<file path="config.mk">
export PLATFORM = sky130hd
export DESIGN_NAME = scaled_glyph_text_renderer
export DESIGN_NICKNAME = d
export VERILOG_FILES = /design/src/design/sgtr_pkg.sv /design/src/design/scaled_glyph_text_renderer.sv /design/src/design/sgtr_front.sv /design/src/design/sgtr_queue.sv /design/src/design/sgtr_back.sv
export SDC_FILE = /design/constraint.sdc
export NUM_CORES = 1
export LEC_CHECK = 0
export BUFFER_PORTS_ARGS = -buffer_cell sky130_fd_sc_hd__buf_2
export CORE_ASPECT_RATIO = 0.75
export CORE_MARGIN = 4
export CORE_UTILIZATION = 50
export CTS_BUF_LIST = sky130_fd_sc_hd__clkbuf_4 sky130_fd_sc_hd__clkbuf_8 sky130_fd_sc_hd__clkbuf_16
export DETAILED_ROUTE_END_ITERATION = 10
export HOLD_SLACK_MARGIN = 0.06
export PLACE_DENSITY = 0.69
export SETUP_SLACK_MARGIN = 0.5
export SYNTH_ARGS = -nofsm -noshare
export SYNTH_HDL_FRONTEND = slang
export SYNTH_SLANG_ARGS = --single-unit
</file>
<file path="constraint.sdc">
create_clock -name clk -period 9.45 [get_ports clk]
set_input_delay 0.4725 -clock clk [delete_from_list [all_inputs] [get_ports clk]]
set_output_delay 0.4725 -clock clk [all_outputs]
set_load 0.02 [all_outputs]
</file>
<file path="src/design/sgtr_pkg.sv">
// Shared types, constants and the 5x7 glyph table for the scaled glyph renderer.
// No dependencies; every other design file imports this package.
`default_nettype none

package sgtr_pkg;

  // Fixed glyph geometry and field widths
  localparam int GLYPH_COLS = 5;
  localparam int GLYPH_ROWS = 7;
  localparam int ROW_W      = $clog2(GLYPH_ROWS);
  localparam int COORD_W    = 16;
  localparam int SCALE_W    = 4;
  localparam int BPP_W      = 3;
  localparam int OFFSET_W   = 33;
  localparam int CFG_IDX_W  = 2;
  localparam int CFG_DATA_W = 16;

  // Defaults for top-level parameters
  localparam int SGTR_MAX_SCALE   = 8;
  localparam int SGTR_QUEUE_DEPTH = 2;

  // Register indexes on the configuration port
  localparam logic [CFG_IDX_W-1:0] REG_SCALE     = 2'd0;
  localparam logic [CFG_IDX_W-1:0] REG_FB_HEIGHT = 2'd1;
  localparam logic [CFG_IDX_W-1:0] REG_PITCH     = 2'd2;
  localparam logic [CFG_IDX_W-1:0] REG_BPP       = 2'd3;

  // Register reset values
  localparam logic [SCALE_W-1:0] SCALE_RESET     = 4'd1;
  localparam logic [COORD_W-1:0] FB_HEIGHT_RESET = 16'd480;
  localparam logic [COORD_W-1:0] PITCH_RESET     = 16'd2560;
  localparam logic [BPP_W-1:0]   BPP_RESET       = 3'd4;

  // Pixel sizes that produce output
  localparam logic [BPP_W-1:0] BPP_3 = 3'd3;
  localparam logic [BPP_W-1:0] BPP_4 = 3'd4;

  // Special character codes
  localparam logic [7:0] CHAR_NUL     = 8'd0;
  localparam logic [7:0] CHAR_NEWLINE = 8'd10;

  // Glyph rows, index 0 is the top row, bit 4 the leftmost column
  typedef logic [0:GLYPH_ROWS-1][GLYPH_COLS-1:0] glyph_t;

  // One character to draw, handed from the front to the back
  typedef struct packed {
    logic [COORD_W-1:0] x;
    logic [COORD_W-1:0] y;
    glyph_t             rows;
    logic [SCALE_W-1:0] s;
  } job_t;

  // Scanline walker states
  typedef enum logic [1:0] {
    BK_IDLE,
    BK_RUN,
    BK_FLUSH
  } back_state_t;

  // Look up the glyph of a character; unknown codes get a hollow box
  function automatic glyph_t glyph_rows(input logic [7:0] code);
    glyph_t g;
    case (code)
      8'h20: g = {5'h00, 5'h00, 5'h00, 5'h00, 5'h00, 5'h00, 5'h00};
      8'h2c: g = {5'h00, 5'h00, 5'h00, 5'h00, 5'h0c, 5'h04, 5'h08};
      8'h2e: g = {5'h00, 5'h00, 5'h00, 5'h00, 5'h00, 5'h0c, 5'h0c};
      8'h48: g = {5'h11, 5'h11, 5'h11, 5'h1f, 5'h11, 5'h11, 5'h11};
      8'h4f: g = {5'h0e, 5'h11, 5'h11, 5'h11, 5'h11, 5'h11, 5'h0e};
      8'h52: g = {5'h1e, 5'h11, 5'h11, 5'h1e, 5'h14, 5'h12, 5'h11};
      8'h53: g = {5'h0f, 5'h10, 5'h10, 5'h0e, 5'h01, 5'h01, 5'h1e};
      8'h64: g = {5'h01, 5'h01, 5'h0d, 5'h13, 5'h11, 5'h13, 5'h0d};
      8'h65: g = {5'h00, 5'h00, 5'h0e, 5'h11, 5'h1f, 5'h10, 5'h0e};
      8'h66: g = {5'h06, 5'h08, 5'h08, 5'h1c, 5'h08, 5'h08, 5'h08};
      8'h69: g = {5'h04, 5'h00, 5'h0c, 5'h04, 5'h04, 5'h04, 5'h0e};
      8'h6c: g = {5'h0c, 5'h04, 5'h04, 5'h04, 5'h04, 5'h04, 5'h0e};
      8'h6f: g = {5'h00, 5'h00, 5'h0e, 5'h11, 5'h11, 5'h11, 5'h0e};
      8'h72: g = {5'h00, 5'h00, 5'h16, 5'h19, 5'h10, 5'h10, 5'h10};
      8'h74: g = {5'h08, 5'h08, 5'h1c, 5'h08, 5'h08, 5'h09, 5'h06};
      8'h77: g = {5'h00, 5'h00, 5'h11, 5'h11, 5'h15, 5'h15, 5'h0a};
      default: g = {5'h1f, 5'h11, 5'h15, 5'h15, 5'h11, 5'h1f, 5'h00};
    endcase
    return g;
  endfunction

endpackage

`default_nettype wire

</file>
<file path="src/design/scaled_glyph_text_renderer.sv">
// Top level of the scaled 5x7 glyph renderer: configuration registers, front, queue, back.
// Depends on sgtr_pkg, sgtr_front, sgtr_queue and sgtr_back.
//
//   Channel   Handshake              Payload
//   in        in_valid / in_stall    char_code, first, origin_x, origin_y
//   out       out_valid / out_stall  line_x, line_y, column_mask, line_offset, last
//   cfg       cfg_write              cfg_index, cfg_data
//
// In the scanline walker a drawn character takes a load, one cycle per scaled
// scanline while out does not hold the walker, and a final-line flush; newline, NUL
// and undrawn characters are handled in the front end and never reach the walker.
// The front end keeps taking characters while the job queue has room.
// Reset (rst, synchronous) returns the cursor to 0,0 and the registers to their defaults.
// A stall on out holds the result register and, once the held-back line waits too,
// the walker; a full queue stalls in.
`default_nettype none

module scaled_glyph_text_renderer
  import sgtr_pkg::*;
#(
  parameter int MAX_SCALE   = SGTR_MAX_SCALE,
  parameter int QUEUE_DEPTH = SGTR_QUEUE_DEPTH
) (
  input  wire logic                  clk,
  input  wire logic                  rst,
  input  wire logic                  cfg_write,
  input  wire logic [CFG_IDX_W-1:0]  cfg_index,
  input  wire logic [CFG_DATA_W-1:0] cfg_data,
  input  wire logic                  in_valid,
  output logic                       in_stall,
  input  wire logic [7:0]            char_code,
  input  wire logic                  first,
  input  wire logic [COORD_W-1:0]    origin_x,
  input  wire logic [COORD_W-1:0]    origin_y,
  output logic                       out_valid,
  input  wire logic                  out_stall,
  output logic [COORD_W-1:0]         line_x,
  output logic [COORD_W-1:0]         line_y,
  output logic [GLYPH_COLS-1:0]      column_mask,
  output logic [OFFSET_W-1:0]        line_offset,
  output logic                       last
);

  logic [SCALE_W-1:0] scale;
  logic [COORD_W-1:0] fb_height, pitch;
  logic [BPP_W-1:0]   pixel_bytes;

  job_t push_job, head_job;
  logic q_push, q_pop, q_full, q_empty;

  // Configuration registers
  always_ff @(posedge clk) begin
    if (rst) begin
      scale       <= SCALE_RESET;
      fb_height   <= FB_HEIGHT_RESET;
      pitch       <= PITCH_RESET;
      pixel_bytes <= BPP_RESET;
    end else if (cfg_write) begin
      unique case (cfg_index)
        REG_SCALE:     scale       <= cfg_data[SCALE_W-1:0];
        REG_FB_HEIGHT: fb_height   <= cfg_data[COORD_W-1:0];
        REG_PITCH:     pitch       <= cfg_data[COORD_W-1:0];
        REG_BPP:       pixel_bytes <= cfg_data[BPP_W-1:0];
        default:       scale       <= scale;
      endcase
    end
  end

  sgtr_front #(
    .MAX_SCALE(MAX_SCALE)
  ) u_front (
    .clk        (clk),
    .rst        (rst),
    .in_valid   (in_valid),
    .in_stall   (in_stall),
    .char_code  (char_code),
    .first      (first),
    .origin_x   (origin_x),
    .origin_y   (origin_y),
    .scale      (scale),
    .pixel_bytes(pixel_bytes),
    .q_full     (q_full),
    .q_push     (q_push),
    .q_job      (push_job)
  );

  sgtr_queue #(
    .DEPTH(QUEUE_DEPTH)
  ) u_queue (
    .clk     (clk),
    .rst     (rst),
    .push    (q_push),
    .push_job(push_job),
    .pop     (q_pop),
    .head_job(head_job),
    .full    (q_full),
    .empty   (q_empty)
  );

  sgtr_back #(
    .MAX_SCALE(MAX_SCALE)
  ) u_back (
    .clk        (clk),
    .rst        (rst),
    .q_job      (head_job),
    .q_empty    (q_empty),
    .q_pop      (q_pop),
    .fb_height  (fb_height),
    .pitch      (pitch),
    .pixel_bytes(pixel_bytes),
    .out_valid  (out_valid),
    .out_stall  (out_stall),
    .line_x     (line_x),
    .line_y     (line_y),
    .column_mask(column_mask),
    .line_offset(line_offset),
    .last       (last)
  );

endmodule

`default_nettype wire

</file>
<file path="src/design/sgtr_front.sv">
// Front end: accepts characters, keeps the text cursor and queues glyphs to draw.
// Depends on sgtr_pkg.
`default_nettype none

module sgtr_front
  import sgtr_pkg::*;
#(
  parameter int MAX_SCALE = SGTR_MAX_SCALE
) (
  input  wire logic               clk,
  input  wire logic               rst,
  input  wire logic               in_valid,
  output logic                    in_stall,
  input  wire logic [7:0]         char_code,
  input  wire logic               first,
  input  wire logic [COORD_W-1:0] origin_x,
  input  wire logic [COORD_W-1:0] origin_y,
  input  wire logic [SCALE_W-1:0] scale,
  input  wire logic [BPP_W-1:0]   pixel_bytes,
  input  wire logic               q_full,
  output logic                    q_push,
  output job_t                    q_job
);

  logic [COORD_W-1:0] pen_x, pen_y, home_x;
  logic [COORD_W-1:0] pen_x_next, pen_y_next, home_x_next;
  logic [COORD_W-1:0] cx, cy, hx, s16, line_step, char_step;
  logic [SCALE_W-1:0] s_sat;
  logic               accept, draw_ok;

  // Saturate scale and check the pixel size
  assign s_sat   = (scale > SCALE_W'(MAX_SCALE)) ? SCALE_W'(MAX_SCALE) : scale;
  assign draw_ok = (s_sat != '0) && ((pixel_bytes == BPP_3) || (pixel_bytes == BPP_4));
  assign s16       = COORD_W'(s_sat);
  assign line_step = (s16 << 3) + s16;
  assign char_step = (s16 << 2) + (s16 << 1);

  // Hold input while the queue is full
  assign in_stall = q_full;
  assign accept   = in_valid && !q_full;

  // Load the origin on the first character of a string
  assign cx = first ? origin_x : pen_x;
  assign cy = first ? origin_y : pen_y;
  assign hx = first ? origin_x : home_x;

  // Classify the character and work out the cursor move
  always_comb begin
    pen_x_next  = cx;
    pen_y_next  = cy;
    home_x_next = hx;
    q_push      = 1'b0;
    if (char_code == CHAR_NEWLINE) begin
      pen_x_next = hx;
      pen_y_next = cy + line_step;
    end else if (char_code != CHAR_NUL) begin
      pen_x_next = cx + char_step;
      q_push     = accept && draw_ok;
    end
  end

  assign q_job.x    = cx;
  assign q_job.y    = cy;
  assign q_job.rows = glyph_rows(char_code);
  assign q_job.s    = s_sat;

  // Cursor registers
  always_ff @(posedge clk) begin
    if (rst) begin
      pen_x  <= '0;
      pen_y  <= '0;
      home_x <= '0;
    end else if (accept) begin
      pen_x  <= pen_x_next;
      pen_y  <= pen_y_next;
      home_x <= home_x_next;
    end
  end

endmodule

`default_nettype wire

</file>
<file path="src/design/sgtr_queue.sv">
// Short queue of glyph jobs between the front end and the scanline walker.
// Depends on sgtr_pkg.
`default_nettype none

module sgtr_queue
  import sgtr_pkg::*;
#(
  parameter int DEPTH = SGTR_QUEUE_DEPTH
) (
  input  wire logic clk,
  input  wire logic rst,
  input  wire logic push,
  input  wire job_t push_job,
  input  wire logic pop,
  output job_t      head_job,
  output logic      full,
  output logic      empty
);

  localparam int PTR_W = (DEPTH > 1) ? $clog2(DEPTH) : 1;
  localparam int CNT_W = $clog2(DEPTH + 1);

  job_t             mem [DEPTH];
  logic [PTR_W-1:0] wr_ptr, rd_ptr;
  logic [CNT_W-1:0] count;
  logic             do_push, do_pop;

  assign full     = (count == CNT_W'(DEPTH));
  assign empty    = (count == '0);
  assign do_push  = push && !full;
  assign do_pop   = pop && !empty;
  assign head_job = mem[rd_ptr];

  // Store entries
  always_ff @(posedge clk) begin
    if (do_push) begin
      mem[wr_ptr] <= push_job;
    end
  end

  // Advance pointers and count
  always_ff @(posedge clk) begin
    if (rst) begin
      wr_ptr <= '0;
      rd_ptr <= '0;
      count  <= '0;
    end else begin
      if (do_push) begin
        wr_ptr <= (wr_ptr == PTR_W'(DEPTH - 1)) ? '0 : wr_ptr + 1'b1;
      end
      if (do_pop) begin
        rd_ptr <= (rd_ptr == PTR_W'(DEPTH - 1)) ? '0 : rd_ptr + 1'b1;
      end
      if (do_push && !do_pop) begin
        count <= count + 1'b1;
      end else if (do_pop && !do_push) begin
        count <= count - 1'b1;
      end
    end
  end

endmodule

`default_nettype wire

</file>
<file path="src/design/sgtr_back.sv">
// Back end: walks the scaled scanlines of one glyph and emits one result per lit line inside the frame height.
// Depends on sgtr_pkg.
`default_nettype none

module sgtr_back
  import sgtr_pkg::*;
#(
  parameter int MAX_SCALE = SGTR_MAX_SCALE
) (
  input  wire logic                clk,
  input  wire logic                rst,
  input  wire job_t                q_job,
  input  wire logic                q_empty,
  output logic                     q_pop,
  input  wire logic [COORD_W-1:0]  fb_height,
  input  wire logic [COORD_W-1:0]  pitch,
  input  wire logic [BPP_W-1:0]    pixel_bytes,
  output logic                     out_valid,
  input  wire logic                out_stall,
  output logic [COORD_W-1:0]       line_x,
  output logic [COORD_W-1:0]       line_y,
  output logic [GLYPH_COLS-1:0]    column_mask,
  output logic [OFFSET_W-1:0]      line_offset,
  output logic                     last
);

  localparam int DY_W = $clog2(MAX_SCALE + 1);

  back_state_t state, state_next;

  // Job being walked
  logic [COORD_W-1:0]    job_x;
  glyph_t                job_rows;
  logic [SCALE_W-1:0]    job_s;
  logic [ROW_W-1:0]      row;
  logic [DY_W-1:0]       dy;
  logic [COORD_W-1:0]    y;

  // Scanline held back until it is known whether it is the final one
  logic                  pend_valid;
  logic [COORD_W-1:0]    pend_x, pend_y;
  logic [GLYPH_COLS-1:0] pend_mask;
  logic [2*COORD_W-1:0]  pend_prod;

  logic [GLYPH_COLS-1:0] cand_mask;
  logic                  cand_valid, final_step, out_free, step_ok;
  logic                  load, step, push_out, push_last;
  logic [COORD_W+1:0]    x_bytes;

  // Classify the current scanline
  assign cand_mask  = job_rows[row];
  assign cand_valid = (cand_mask != '0) && (y < fb_height);
  assign final_step = (row == ROW_W'(GLYPH_ROWS - 1)) &&
                      (SCALE_W'(dy) == job_s - 1'b1);
  assign out_free   = !out_valid || !out_stall;
  assign step_ok    = !cand_valid || !pend_valid || out_free;

  // Next state
  always_comb begin
    state_next = state;
    unique case (state)
      BK_IDLE:  if (!q_empty) begin
        state_next = BK_RUN;
      end
      BK_RUN:   if (step_ok && final_step) begin
        state_next = BK_FLUSH;
      end
      BK_FLUSH: if (!pend_valid || out_free) begin
        state_next = BK_IDLE;
      end
      default:  state_next = BK_IDLE;
    endcase
  end

  // Control outputs
  always_comb begin
    load      = 1'b0;
    step      = 1'b0;
    push_out  = 1'b0;
    push_last = 1'b0;
    unique case (state)
      BK_IDLE: begin
        load = !q_empty;
      end
      BK_RUN: begin
        step     = step_ok;
        push_out = step_ok && cand_valid && pend_valid;
      end
      BK_FLUSH: begin
        push_out  = pend_valid && out_free;
        push_last = 1'b1;
      end
      default: begin
        load = 1'b0;
      end
    endcase
  end

  assign q_pop = load;

  always_ff @(posedge clk) begin
    if (rst) begin
      state <= BK_IDLE;
    end else begin
      state <= state_next;
    end
  end

  // Load a job and advance the row and line counters
  always_ff @(posedge clk) begin
    if (load) begin
      job_x    <= q_job.x;
      job_rows <= q_job.rows;
      job_s    <= q_job.s;
      row      <= '0;
      dy       <= '0;
      y        <= q_job.y;
    end else if (step) begin
      y <= y + 1'b1;
      if (SCALE_W'(dy) == job_s - 1'b1) begin
        dy  <= '0;
        row <= row + 1'b1;
      end else begin
        dy <= dy + 1'b1;
      end
    end
  end

  // Hold back a visible scanline and start its row offset product
  always_ff @(posedge clk) begin
    if (rst) begin
      pend_valid <= 1'b0;
    end else if (state == BK_FLUSH && push_out) begin
      pend_valid <= 1'b0;
    end else if (step && cand_valid) begin
      pend_valid <= 1'b1;
    end
  end

  always_ff @(posedge clk) begin
    if (step && cand_valid) begin
      pend_x    <= job_x;
      pend_y    <= y;
      pend_mask <= cand_mask;
      pend_prod <= (2*COORD_W)'(y) * (2*COORD_W)'(pitch);
    end
  end

  // Column offset: x times three or four
  assign x_bytes = (pixel_bytes == BPP_3) ?
                   ((COORD_W + 2)'({pend_x, 1'b0}) + (COORD_W + 2)'(pend_x)) :
                   {pend_x, 2'b00};

  // Output register
  always_ff @(posedge clk) begin
    if (rst) begin
      out_valid <= 1'b0;
    end else if (push_out) begin
      out_valid <= 1'b1;
    end else if (!out_stall) begin
      out_valid <= 1'b0;
    end
  end

  always_ff @(posedge clk) begin
    if (push_out) begin
      line_x      <= pend_x;
      line_y      <= pend_y;
      column_mask <= pend_mask;
      line_offset <= OFFSET_W'(pend_prod) + OFFSET_W'(x_bytes);
      last        <= push_last;
    end
  end

endmodule

`default_nettype wire

</file>
==> Flow_metrics.wiki <==
{| class="wikitable"
! Metric !! Value
|-
| Final nets || 3225
|-
| Gates resized, CTS repair || 0
|-
| Critical Path Source || u_back.y[10]
|-
| Area of the die || 62400 um2
|-
| Number of hold buffers added after cts || 0
|-
| H-tree level count || 2
|-
| Top area cells in the synthesized netlist || sky130_fd_sc_hd__edfxtp_1, sky130_fd_sc_hd__fa_1, sky130_fd_sc_hd__ha_1
|-
| Number of enable flip-flop cells after synthesis || 347
|-
| Slew Limit Fails || 0
|-
| Initial antenna violation count || 6
|-
| Seq/Total Area, Yosys || 42.8%
|-
| Post-route total power || 9800 uW
|-
| Measured slew at the worst slew-check pin || 1.25 ns
|-
| Clock root cell || sky130_fd_sc_hd__clkbuf_16
|-
| Clk buf depth || 3
|-
| Largest family of logic cells by synthesized area || adder cells
|-
| Number of design-rule violations left by the first detailed-router iteration || 1792
|-
| Crit end category || register
|-
| Number of fill cells || 4852
|-
| Count of maximum capacitance violations || 0
|-
| Proportion of synthesized flip-flops having asynchronous set or reset || 0%
|-
| Multi-input logic area || 15100 um2
|-
| Worst Setup Path Type || reg -> reg
|-
| Final total negative setup slack || 0 ns
|-
| Number of top-level design ports || 137
|-
| Worst hold-check slack || 0.128 ns
|-
| Ratio of cells with drive above 1 in the final layout || 12.6%
|-
| CTS clk-pin slew, worst paths || 0.07 ns
|-
| Final critical-path setup slack || 2.53 ns
|-
| Total Routing Usage GR || 22.6%
|-
| Reg-to-Reg Start || u_back.y[10]
|-
| Synthesized area || 29200 um2
|-
| Number of warnings printed during yosys synthesis || 0
|-
| RSZ-0062 raised after global routing || no
|-
| Syn-to-layout area delta || 10.3%
|-
| Pleak || 0.0132 uW
|-
| Total setup violations reported at the end of the flow || 0
|-
| Syn Inst Count || 2700
|-
| Post-CTS Repair Setup Buffers || 0
|-
| Critical path required time || 9.76 ns
|-
| Cell types with the highest counts after synthesis || sky130_fd_sc_hd__edfxtp_1, sky130_fd_sc_hd__nand2_1, sky130_fd_sc_hd__inv_1
|-
| Post-Synth Simple-Gate Area || 13.3%
|-
| Setup slack after placement || 2.57 ns
|-
| Result of the run || finished clean
|-
| Mean Syn Cell Area || 10.8 um2
|-
| Launch point of the worst hold path || cfg_data[9]
|-
| Via-per-instance ratio || 5.52
|-
| Multiplexer share of the synthesized area || 5.25%
|-
| Count of clock tree sinks || 450
|-
| Number of failing hold endpoints at the final stage || 0
|-
| Height of the chip || 217 um
|-
| Critical path peak fanout || 21
|-
| Pin count of the biggest net entering global routing || 80
|-
| Synth Area in Compound Gates || 8.26%
|-
| Final period util || 73.3%
|-
| Most numerous cell in the Yosys netlist || sky130_fd_sc_hd__edfxtp_1
|-
| First-pass GRT wire length || 112000 um
|-
| Most used DFF post-synth || sky130_fd_sc_hd__edfxtp_1
|-
| Number of clock buffers inserted by TritonCTS || 47
|-
| Peak VDD IR || 0.220 mV
|-
| Cell area after placement || 30500 um2
|-
| Register bit count reported by yosys || 450
|-
| Hpwl dp || 51500 um
|-
| Final routed wirelength across all metal layers || 70600 um
|-
| Top-area cell type share of the netlist area || 35.7%
|-
| Vias after detailed routing || 19861
|-
| Parity-gate share of the synthesized area counting xor and xnor cells || 3.42%
|-
| RD Place Congestion || 0.913
|-
| Class of the tightest hold or removal check || in -> reg
|-
| Cell taking the most area after synthesis || sky130_fd_sc_hd__edfxtp_1
|-
| Horizontal die dimension || 287 um
|-
| Initial core utilization || 50.7%
|-
| Final worst path period need || 6.92 ns
|-
| Site Rows || 76
|-
| Design Area, Final || 32200 um2
|-
| TritonCTS clock tree || yes
|-
| Clock skew after layout || 0.0409 ns
|-
| Port buffer count || 136
|-
| Adder-Cell Fraction of Synth Area || 21.4%
|-
| Vias in the first global route || 19964
|-
| Data arrival time at the worst-slack endpoint || 7.24 ns
|-
| Slew Limit Headroom || 16.6%
|-
| Antenna viol nets, final || 0
|-
| DR DRC count || 0
|-
| Cell variety after synth || 87
|-
| Max Clk Rate || 0.144 GHz
|-
| Register cell area after layout || 12500 um2
|-
| Startpoint class of the critical path || register
|-
| Initial DRT Pass Iterations || 7
|-
| Global-route congestion overflow total || 0
|-
| Power density cells || 304 nW/um2
|-
| Synth Net Count || 3143
|-
| Area of the placeable core || 57600 um2
|-
| Routed len/inst || 19.6 um
|-
| Clock latency of the later-clocked register in the worst-skew pair || 0.59 ns
|}
layer usage:
| metal | vias to the layer above | track usage [%] | wire length [um] |
|---|---|---|---|
| met5 | - | 0 | 32 |
| met4 | 6 | 4.42 | 1150 |
| met3 | 97 | 5.52 | 6160 |
| met2 | 725 | 33.7 | 30400 |
| met1 | 9707 | 34.0 | 32800 |
| li1 | 9326 | - | - |
logic make-up after synthesis:
family	count (synthesis)
compound gates	379
xor+xnor	114
fa+ha+maj	379
buf+inv	432
flops	450
mux	137
other cells	1
simple gates	808
worst max-delay path, cell delays in order (launching register included):
cell	delay, ns
sky130_fd_sc_hd__edfxtp_1	0.95
sky130_fd_sc_hd__nand2_1	0.19
sky130_fd_sc_hd__fa_1	0.59
sky130_fd_sc_hd__fa_1	0.44
sky130_fd_sc_hd__fa_1	0.51
sky130_fd_sc_hd__inv_1	0.08
sky130_fd_sc_hd__fa_1	0.48
sky130_fd_sc_hd__fa_1	0.56
sky130_fd_sc_hd__inv_1	0.06
sky130_fd_sc_hd__fa_1	0.54
sky130_fd_sc_hd__inv_1	0.05
sky130_fd_sc_hd__ha_1	0.34
sky130_fd_sc_hd__nand2_1	0.07
sky130_fd_sc_hd__o21ai_1	0.25
sky130_fd_sc_hd__a31oi_1	0.20
sky130_fd_sc_hd__a211o_1	0.37
sky130_fd_sc_hd__a311o_1	0.41
sky130_fd_sc_hd__o21ai_2	0.20
sky130_fd_sc_hd__a31oi_1	0.12
sky130_fd_sc_hd__o21bai_2	0.13
sky130_fd_sc_hd__xnor2_1	0.08
sequential cells by signal (all words and copies together), names as in the netlist, 32 cells and up, named ones only:
signal              flops
u_back.job_rows        33
u_back.line_offset     33
u_back.pend_prod       32
u_queue.mem           138
where the power goes:
group	internal, uW	total (uW)	switching [uW]
Combinational	1930	4640	2720
Sequential	2800	3200	400
Clock	1160	1960	802
Total	5890	9800	3920
final timing paths:
kind	depth (start not counted)	slack, ns	end
worst max-delay path	20	2.53	u_back.pend_prod[31]
worst min-delay path	3	0.13	pitch[9]
worst max register to register	20	2.53	u_back.pend_prod[31]
worst min register to register	0	0.41	u_back.pend_x[12]
stage by stage:
stage / utilization (%) / std cells
finish: 55.9 / 3600
global route: 55.9 / 3599
CTS: 55.9 / 3599
detailed placement: 53.0 / 3513
global placement: 53.0 / 3513
floorplan: - / 2700
cells in the final DEF (no fill, tap or decap), types with 31 or more instances in the layout:
master	synthesis	final
sky130_fd_sc_hd__a211oi_1	31	31
sky130_fd_sc_hd__a21oi_1	132	131
sky130_fd_sc_hd__and2_1	125	123
sky130_fd_sc_hd__buf_2	7	135
sky130_fd_sc_hd__clkbuf_16	0	50
sky130_fd_sc_hd__dfxtp_1	103	102
sky130_fd_sc_hd__edfxtp_1	347	347
sky130_fd_sc_hd__fa_1	199	199
sky130_fd_sc_hd__ha_1	180	180
sky130_fd_sc_hd__inv_1	309	309
sky130_fd_sc_hd__mux2_2	80	80
sky130_fd_sc_hd__mux2i_1	53	53
sky130_fd_sc_hd__nand2_1	336	336
sky130_fd_sc_hd__nand3_1	40	40
sky130_fd_sc_hd__nor2_1	131	131
sky130_fd_sc_hd__nor3_1	38	38
sky130_fd_sc_hd__o21ai_0	75	74
sky130_fd_sc_hd__xnor2_1	86	86
layout make-up:
| class | count | share of cell area (%) |
|---|---|---|
| multi-input cells | 1818 | 46.9 |
| repair buffers | 155 | 2.56 |
| diodes | 1 | 0.00777 |
| flip-flops and latches | 450 | 38.8 |
| clock buffers | 57 | 4.05 |
| well taps | 780 | 3.03 |
| clock inverters | 29 | 1.12 |
| inverters | 310 | 3.61 |
No activity file was read; power rests on OpenSTA's default activity.
